### config.mk
export PLATFORM = sky130hd
export DESIGN_NAME = gglay_ctrl
export DESIGN_NICKNAME = d
export VERILOG_FILES = /design/src/hw/rtl/gglay_pkg.sv /design/src/hw/rtl/gglay_ctrl.sv
export SDC_FILE = /design/constraint.sdc
export NUM_CORES = 1
export LEC_CHECK = 0
export BUFFER_PORTS_ARGS = -buffer_cell sky130_fd_sc_hd__buf_2
export CAP_MARGIN = 5
export CORE_ASPECT_RATIO = 1.25
export CORE_UTILIZATION = 30
export CTS_BUF_LIST = sky130_fd_sc_hd__clkbuf_8
export DETAILED_ROUTE_END_ITERATION = 10
export SETUP_SLACK_MARGIN = 0.4
export SLEW_MARGIN = 20
export SYNTH_ARGS = -nofsm -noshare
export SYNTH_HDL_FRONTEND = slang
export SYNTH_SLANG_ARGS = --single-unit
### constraint.sdc
create_clock -name clock -period 3.06 [get_ports clock]
set_clock_uncertainty 0.2 [all_clocks]
set_input_delay 0.306 -clock clock [delete_from_list [all_inputs] [get_ports clock]]
set_output_delay 0.306 -clock clock [all_outputs]
set_load 0.02 [all_outputs]
### src/hw/rtl/gglay_pkg.sv
// Types, codes and constants shared by the glyph layout block and its checker.
package gglay_pkg;

   localparam int ORD_W   = 10;
   localparam int ADV_W   = 8;
   localparam int UNIT_W  = 16;
   localparam int SUM_W   = 20;
   localparam int LIMIT_W = 17;
   localparam int ORD_SPAN = 1 << ORD_W;

   localparam logic [SUM_W-1:0]   WIDTH_MAX   = 20'hFFFFF;
   localparam logic [LIMIT_W-1:0] LIMIT_RESET = 17'h10000;

   // Substitutes tried in order for a missing character.
   localparam logic [UNIT_W-1:0] FALLBACK_UNITS [3] = '{16'hFFFD, 16'h00A4, 16'h003F};

   // Control ranges: U+0001..U+0020 and U+007F..U+009F.
   localparam logic [UNIT_W-1:0] CTRL_LOW_LAST = 16'h0020;
   localparam logic [UNIT_W-1:0] DEL_FIRST     = 16'h007F;
   localparam logic [UNIT_W-1:0] C1_LAST       = 16'h009F;

   typedef enum logic [1:0] {
      OP_WRITE_MAP   = 2'd0,
      OP_WRITE_GLYPH = 2'd1,
      OP_LAYOUT      = 2'd2
   } op_type;

   typedef enum logic [1:0] {
      STATUS_DIRECT     = 2'd0,
      STATUS_SUBST      = 2'd1,
      STATUS_BLANK      = 2'd2,
      STATUS_BLANK_OOR  = 2'd3
   } status_type;

   typedef enum logic {
      KIND_GLYPH = 1'b0,
      KIND_END   = 1'b1
   } kind_type;

   typedef enum logic {
      CSR_GUARD_ENABLE  = 1'b0,
      CSR_CHARMAP_LIMIT = 1'b1
   } csr_index_type;

   typedef enum logic [2:0] {
      ST_CLEAR,
      ST_IDLE,
      ST_MAP_RD,
      ST_FB_RD,
      ST_GLYPH_RD,
      ST_END
   } state_type;

   typedef struct packed {
      logic [1:0]        op;
      logic [UNIT_W-1:0] char_unit;
      logic [UNIT_W-1:0] map_index;
      logic [ORD_W-1:0]  map_ordinal;
      logic [ORD_W-1:0]  glyph_slot;
      logic              glyph_present;
      logic [ADV_W-1:0]  glyph_advance;
   } req_type;

   typedef struct packed {
      logic              result_kind;
      logic [ORD_W-1:0]  out_ordinal;
      logic [ADV_W-1:0]  out_advance;
      logic [SUM_W-1:0]  total_width;
      logic [1:0]        lookup_status;
   } rsp_type;

   typedef struct packed {
      logic               guard_enable;
      logic [LIMIT_W-1:0] charmap_limit;
   } cfg_type;

   typedef struct packed {
      logic       found;
      logic [1:0] idx;
   } fb_pick_type;

endpackage

### src/hw/rtl/gglay_ctrl.sv
// Lookup sequencer: clearing sweep, charmap and fallback reads, glyph read, width sum.
module gglay_ctrl
   import gglay_pkg::*;
   #(parameter int CHARMAP_DEPTH = 65536,
     parameter int GLYPH_COUNT   = 1024,
     localparam int GLYPH_DEPTH = (GLYPH_COUNT < ORD_SPAN) ? GLYPH_COUNT : ORD_SPAN,
     localparam int CA = $clog2(CHARMAP_DEPTH),
     localparam int GA = $clog2(GLYPH_DEPTH))
   (input  logic                  clock,
    input  logic                  reset,
    input  cfg_type               cfg,
    input  logic                  req_valid,
    input  req_type               req_data,
    output logic                  ready,
    output logic                  cm_we,
    output logic [CA-1:0]         cm_wr_addr,
    output logic [ORD_W-1:0]      cm_wr_data,
    output logic                  cm_re,
    output logic [CA-1:0]         cm_rd_addr,
    input  logic [ORD_W-1:0]      cm_rd_data,
    output logic                  gl_we,
    output logic [GA-1:0]         gl_wr_addr,
    output logic [ADV_W:0]        gl_wr_data,
    output logic                  gl_re,
    output logic [GA-1:0]         gl_rd_addr,
    input  logic [ADV_W:0]        gl_rd_data,
    input  logic                  slot_free,
    output logic                  emit_valid,
    output rsp_type               emit_data);

   localparam int CLEAR_LEN = (CHARMAP_DEPTH > GLYPH_DEPTH) ? CHARMAP_DEPTH : GLYPH_DEPTH;
   localparam int CW = $clog2(CLEAR_LEN);
   localparam logic [CW-1:0]      CLR_LAST = CW'(CLEAR_LEN - 1);
   localparam logic [LIMIT_W-1:0] CM_LIM   = LIMIT_W'(CHARMAP_DEPTH);
   localparam logic [LIMIT_W-1:0] GL_LIM   = LIMIT_W'(GLYPH_COUNT);
   localparam logic [LIMIT_W-1:0] GD_LIM   = LIMIT_W'(GLYPH_DEPTH);

   state_type           state_ff, state_in;
   logic [CW-1:0]       clr_cnt_ff, clr_cnt_in;
   logic [UNIT_W-1:0]   unit_ff, unit_in;
   logic                ob_ff, ob_in;
   logic [1:0]          fb_idx_ff, fb_idx_in;
   logic [ORD_W-1:0]    ix_ff, ix_in;
   logic [1:0]          status_ff, status_in;
   logic                glyph_ok_ff, glyph_ok_in;
   logic [SUM_W-1:0]    sum_ff, sum_in;

   logic [LIMIT_W-1:0]  lim;
   logic [ORD_W-1:0]    ix_raw;
   logic                control;
   logic                missing;
   logic                go_glyph;
   logic [ORD_W-1:0]    sel_ix;
   logic [1:0]          sel_status;
   fb_pick_type         pick;
   logic [UNIT_W-1:0]   pick_unit;
   logic [SUM_W:0]      sum_wide;
   logic                hit;
   logic                finish;
   logic                accept;

   // First fallback at or after start that lies below the limit.
   function automatic fb_pick_type fb_pick(input logic [1:0] start,
                                           input logic [LIMIT_W-1:0] limit);
      fb_pick_type r;
      r = '0;
      for (int k = 2; k >= 0; k--) begin
         if (2'(k) >= start && {1'b0, FALLBACK_UNITS[k]} < limit) begin
            r.found = 1'b1;
            r.idx   = 2'(k);
         end
      end
      return r;
   endfunction

   assign lim = (cfg.charmap_limit > CM_LIM) ? CM_LIM : cfg.charmap_limit;

   assign ix_raw  = ob_ff ? '0 : cm_rd_data;
   assign control = (unit_ff <= CTRL_LOW_LAST) ||
                    (unit_ff >= DEL_FIRST && unit_ff <= C1_LAST);
   assign missing = (ix_raw == '0) && !control;
   assign hit     = glyph_ok_ff && gl_rd_data[ADV_W];
   assign sum_wide = {1'b0, sum_ff} + (SUM_W + 1)'(gl_rd_data[ADV_W-1:0]);

   always_comb begin
      state_in    = state_ff;
      clr_cnt_in  = clr_cnt_ff;
      unit_in     = unit_ff;
      ob_in       = ob_ff;
      fb_idx_in   = fb_idx_ff;
      ix_in       = ix_ff;
      status_in   = status_ff;
      glyph_ok_in = glyph_ok_ff;
      sum_in      = sum_ff;
      cm_we       = 1'b0;
      cm_wr_addr  = '0;
      cm_wr_data  = '0;
      cm_re       = 1'b0;
      cm_rd_addr  = '0;
      gl_we       = 1'b0;
      gl_wr_addr  = '0;
      gl_wr_data  = '0;
      gl_re       = 1'b0;
      gl_rd_addr  = '0;
      emit_valid  = 1'b0;
      emit_data   = '0;
      go_glyph    = 1'b0;
      sel_ix      = '0;
      sel_status  = STATUS_DIRECT;
      pick        = '0;
      pick_unit   = '0;
      finish      = 1'b0;

      case (state_ff)
         ST_CLEAR: begin
            cm_we      = (LIMIT_W'(clr_cnt_ff) < CM_LIM);
            cm_wr_addr = clr_cnt_ff[CA-1:0];
            gl_we      = (LIMIT_W'(clr_cnt_ff) < GD_LIM);
            gl_wr_addr = clr_cnt_ff[GA-1:0];
            clr_cnt_in = clr_cnt_ff + 1'b1;
            if (clr_cnt_ff == CLR_LAST) begin
               state_in = ST_IDLE;
            end
         end
         ST_IDLE: begin
         end
         ST_MAP_RD: begin
            if (!missing) begin
               go_glyph   = 1'b1;
               sel_ix     = ix_raw;
               sel_status = STATUS_DIRECT;
            end else begin
               pick = cfg.guard_enable ? fb_pick(2'd0, lim) : '0;
               if (pick.found) begin
                  pick_unit  = FALLBACK_UNITS[pick.idx];
                  cm_re      = 1'b1;
                  cm_rd_addr = pick_unit[CA-1:0];
                  fb_idx_in  = pick.idx + 2'd1;
                  state_in   = ST_FB_RD;
               end else begin
                  go_glyph   = 1'b1;
                  sel_status = ob_ff ? STATUS_BLANK_OOR : STATUS_BLANK;
               end
            end
         end
         ST_FB_RD: begin
            if (cm_rd_data != '0) begin
               go_glyph   = 1'b1;
               sel_ix     = cm_rd_data;
               sel_status = STATUS_SUBST;
            end else begin
               pick = fb_pick(fb_idx_ff, lim);
               if (pick.found) begin
                  pick_unit  = FALLBACK_UNITS[pick.idx];
                  cm_re      = 1'b1;
                  cm_rd_addr = pick_unit[CA-1:0];
                  fb_idx_in  = pick.idx + 2'd1;
               end else begin
                  go_glyph   = 1'b1;
                  sel_status = ob_ff ? STATUS_BLANK_OOR : STATUS_BLANK;
               end
            end
         end
         ST_GLYPH_RD: begin
            // An absent glyph is dropped without touching the sum.
            if (!hit) begin
               finish   = 1'b1;
               state_in = ST_IDLE;
            end else if (slot_free) begin
               finish   = 1'b1;
               state_in = ST_IDLE;
               sum_in   = sum_wide[SUM_W] ? WIDTH_MAX : sum_wide[SUM_W-1:0];
               emit_valid              = 1'b1;
               emit_data.result_kind   = KIND_GLYPH;
               emit_data.out_ordinal   = ix_ff;
               emit_data.out_advance   = gl_rd_data[ADV_W-1:0];
               emit_data.total_width   = sum_in;
               emit_data.lookup_status = status_ff;
            end
         end
         ST_END: begin
            if (slot_free) begin
               finish   = 1'b1;
               state_in = ST_IDLE;
               sum_in   = '0;
               emit_valid            = 1'b1;
               emit_data.result_kind = KIND_END;
               emit_data.total_width = sum_ff;
            end
         end
         default: begin
            state_in = ST_IDLE;
         end
      endcase

      if (go_glyph) begin
         ix_in       = sel_ix;
         status_in   = sel_status;
         glyph_ok_in = {{(LIMIT_W-ORD_W){1'b0}}, sel_ix} < GL_LIM;
         gl_re       = glyph_ok_in;
         gl_rd_addr  = sel_ix[GA-1:0];
         state_in    = ST_GLYPH_RD;
      end

      ready  = (state_ff == ST_IDLE) || finish;
      accept = req_valid && ready;

      if (accept) begin
         case (req_data.op)
            OP_WRITE_MAP: begin
               cm_we      = ({1'b0, req_data.map_index} < CM_LIM);
               cm_wr_addr = req_data.map_index[CA-1:0];
               cm_wr_data = req_data.map_ordinal;
            end
            OP_WRITE_GLYPH: begin
               gl_we      = ({{(LIMIT_W-ORD_W){1'b0}}, req_data.glyph_slot} < GL_LIM);
               gl_wr_addr = req_data.glyph_slot[GA-1:0];
               gl_wr_data = {req_data.glyph_present, req_data.glyph_advance};
            end
            OP_LAYOUT: begin
               if (req_data.char_unit == '0) begin
                  state_in = ST_END;
               end else begin
                  unit_in    = req_data.char_unit;
                  ob_in      = ({1'b0, req_data.char_unit} >= lim);
                  cm_re      = 1'b1;
                  cm_rd_addr = req_data.char_unit[CA-1:0];
                  state_in   = ST_MAP_RD;
               end
            end
            default: begin
            end
         endcase
      end
   end

   always_ff @(posedge clock) begin
      if (reset) begin
         state_ff   <= ST_CLEAR;
         clr_cnt_ff <= '0;
         sum_ff     <= '0;
      end else begin
         state_ff   <= state_in;
         clr_cnt_ff <= clr_cnt_in;
         sum_ff     <= sum_in;
      end
   end

   always_ff @(posedge clock) begin
      unit_ff     <= unit_in;
      ob_ff       <= ob_in;
      fb_idx_ff   <= fb_idx_in;
      ix_ff       <= ix_in;
      status_ff   <= status_in;
      glyph_ok_ff <= glyph_ok_in;
   end

endmodule

==> impl_metrics.toml <==
[critical_path]
reg2reg_from = "unit_ff[0]$_DFFE_PP_"
startpoint = "cm_rd_data[8]"
regToRegSetupSlack_ps = 450
critPathCaptureType = "output port"
start_kind = "input pin"
cp_data_arrival_time_ps = 2600
endpoint = "cm_rd_addr[6]"
critPathRequiredTime_ps = 2550
worstSetupPathType = "in2out"
r2r_cells = 8
path_max_fanout = 9
r2r_end = "ix_ff[0]$_DFFE_PN_"

[drt]
antenna_left = 0
dr.first_iter.drc_count = 283
vias = 6107
drcViolationCount = 0
drt_first_pass_iters = 4
routed_wirelength_mm = 18.4
wl_per_cell_um = 15.8
viasPerCell = 5.27

[sta]
worst_pin_slew_ps = 551
rsz0062_at_grt = "yes"
slew-limit-headroom = 0.629
hold_slack_ps = 56.8
fin_crit_sh = 1.02
clock.fmax_ghz = 0.322
hold_violations = 0
final_max_slew_viol_count = 0
post-route-min-period_ps = 3110
fin_ws_ps = -49.0
finalSetupViolCount = 9

[pwr]
ir_worst_vdd_v = 0.000208
p_int_mw = 1.65
p_leak_nw = 3.79
switching_share = 0.244
p_switching_mw = 0.533
p_per_area_nw_per_um2 = 257
combPwrFrac = 0.122
p_clk_frac = 0.430
power_frac_seq = 0.449

[layout]
final_cell_mix = "buf_2, buf_6, nand2_1"
layout_commonest_cell = "buf_2"
syn_to_final_growth_pct = 62.5
seq_area_um2 = 1710
layout.nets = 1062
multi_input_area_um2 = 3890
fill_cells = 1608
fin_cells = 1158
drive_above_1_share = 0.452
fin_util = 0.502
n_antenna_cell = 0

[synth]
avgSynthCellArea_um2 = 8.25
syn_area_um2 = 5220
ys_seq_area_frac = 0.328
syn_inst = 633
synth_nets = 762
synth-seq-cells = 70
yosysUniqueCellTypes = 64
ys_dominant_reg_cell = "dfxtp_1"
synth-warning-count = 0
synth_edf_count = 31
async_flop_share = 0

[clocking]
cts_buffers = 9
htreeDepth = 3
clock_sinks = 70
clk_pin_slew_ps = 70
cts_tree = "yes"
clkLatencyLatePin_ps = 350
root_buffer = "clkbuf_8"
clk_path_buf_depth = 2

[floorplan]
core_area_um2 = 16900
fp.dieArea_um2 = 17900
initial_core_util = 0.309
io_pins = 222
fp-row-count = 53
fp.dieW_um = 120
fp.dieH_um = 149

[flow_run]
drv_cap = 0

[global_route]
grt_pass1_wl_mm = 28.5
antenna_found_initial = 1
grt_overflow = 0
grt_use_total = 0.199
grt_max_degree = 46
grt_pass1_vias = 5752

[outcome]
status = "finished, violations left"
violations = "negative setup slack"

[placed_design]
hpwl_mm = 12.9
dp_cells = 1084
io_buffers = 221
gp_congestion = 0.894

[min_path]
min_path_type = "in2reg"
-- how the worst min path moves through the flow --
stage,startpoint,to,depth (start not counted)
floorplan,req_data[45],unit_ff[0]$_DFFE_PP_,0
global placement,sum_ff[0]$_SDFFE_PP0P_,sum_ff[0]$_SDFFE_PP0P_,2
detailed placement,sum_ff[4]$_SDFFE_PP0P_,sum_ff[4]$_SDFFE_PP0P_,2
CTS,req_data[52],unit_ff[7]$_DFFE_PP_,1
global route,req_data[52],unit_ff[7]$_DFFE_PP_,1
finish,cm_rd_data[7],ix_ff[7]$_DFFE_PN_,2
-- layer usage --
metal	routed length, µm	track usage
met5	11	0
met4	564	0.0994
met3	730	0.0332
met2	9440	0.347
met1	7600	0.234
-- cells by family after synthesis --
| group | synth area share |
|---|---|
| and+or+nand+nor | 0.283 |
| buffers and inverters | 0.0372 |
| xor gates and xnor gates | 0.0336 |
| AOI/OAI and AO/OA | 0.256 |
| muxes | 0.00192 |
| adders and majority gates | 0.0614 |
| DFF | 0.328 |
-- critical path, cell delays in order --
cell	delay, ps
buf_6	90
or4_4	530
or4_4	560
a211oi_4	280
nand3_2	160
a211oi_4	280
buf_12	160
a21o_1	110
buf_6	120
-- layout make-up --
type | count | share of cell area
Inverter | 18 | 0.00797
Multi-Input combinational cell | 515 | 0.459
Clock inverter | 7 | 0.0142
Clock buffer | 9 | 0.0146
Timing Repair Buffer | 319 | 0.270
Tap cell | 220 | 0.0325
Sequential cell | 70 | 0.202
-- state kept, by name, indices dropped and copies added (netlist names) --
register    count
ix_ff          10
clr_cnt_ff     16
state_ff        3
ob_ff           1
sum_ff         20
status_ff       2
fb_idx_ff       2
unit_ff        16
-- power by group through the flow --
stage / clock network [mW] / registers [mW] / logic (mW)
2_1_floorplan: 0 / 0.999 / 0.108
3_3_place_gp: 0 / 1.00 / 0.230
3_5_place_dp: 0 / 1.00 / 0.231
4_1_cts: 0.969 / 0.980 / 0.259
5_1_grt: 1.01 / 0.981 / 0.292
6_report: 0.938 / 0.980 / 0.266
-- stage by stage --
step | setup WS (ps) | area (µm²) | setup TNS, ps | total power, mW
floorplan | 140 | 5260 | 0 | 1.11
global placement | -39.4 | 6850 | -194 | 1.23
detailed placement | -55.5 | 6850 | -312 | 1.23
CTS | 15.1 | 8260 | 0 | 2.21
global route | -150 | 8480 | -2120 | 2.29
finish | -49.0 | 8480 | -350 | 2.18
-- timing repair --
action,in CTS,in global routing
hold buffers,16,0
setup endpoints to repair,47,70
pin swaps,35,26
gates resized for setup,211,35
cloned,2,0
hold endpoints to repair,16,0
buffers inserted,30,10
-- synthesized netlist by cell type (all sizes together) (2+ instances only) --
cell type / n / area share
nor2: 43 / 0.031
clkbuf: 26 / 0.019
nor3: 9 / 0.0086
o31a: 2 / 0.0034
o21bai: 3 / 0.0043
xor2: 13 / 0.022
or2: 2 / 0.0024
nand2b: 3 / 0.0036
o21a: 9 / 0.013
o211ai: 7 / 0.010
ha: 24 / 0.058
o31ai: 3 / 0.0043
o211a: 4 / 0.0077
nand3: 21 / 0.021
and4: 2 / 0.0034
nand2: 69 / 0.050
and3: 12 / 0.014
a31oi: 7 / 0.0084
dfxtp: 39 / 0.15
or3: 3 / 0.0036
a41oi: 4 / 0.0067
a22o: 30 / 0.050
o21ai: 39 / 0.037
a211oi: 5 / 0.012
nor4b: 2 / 0.0046
xnor2: 7 / 0.012
o2bb2ai: 4 / 0.0067
and3b: 2 / 0.0034
inv: 18 / 0.013
or4: 7 / 0.012
a21oi: 37 / 0.035
nand4: 18 / 0.022
nor4: 13 / 0.016
and2: 58 / 0.070
a31o: 3 / 0.0050
nor3b: 5 / 0.0072
o2111ai: 2 / 0.0034
nor2b: 8 / 0.0096
a21o: 18 / 0.026
buf: 5 / 0.0055
edfxtp: 31 / 0.18
o32ai: 2 / 0.0034
(Power assumes the default switching activity.)
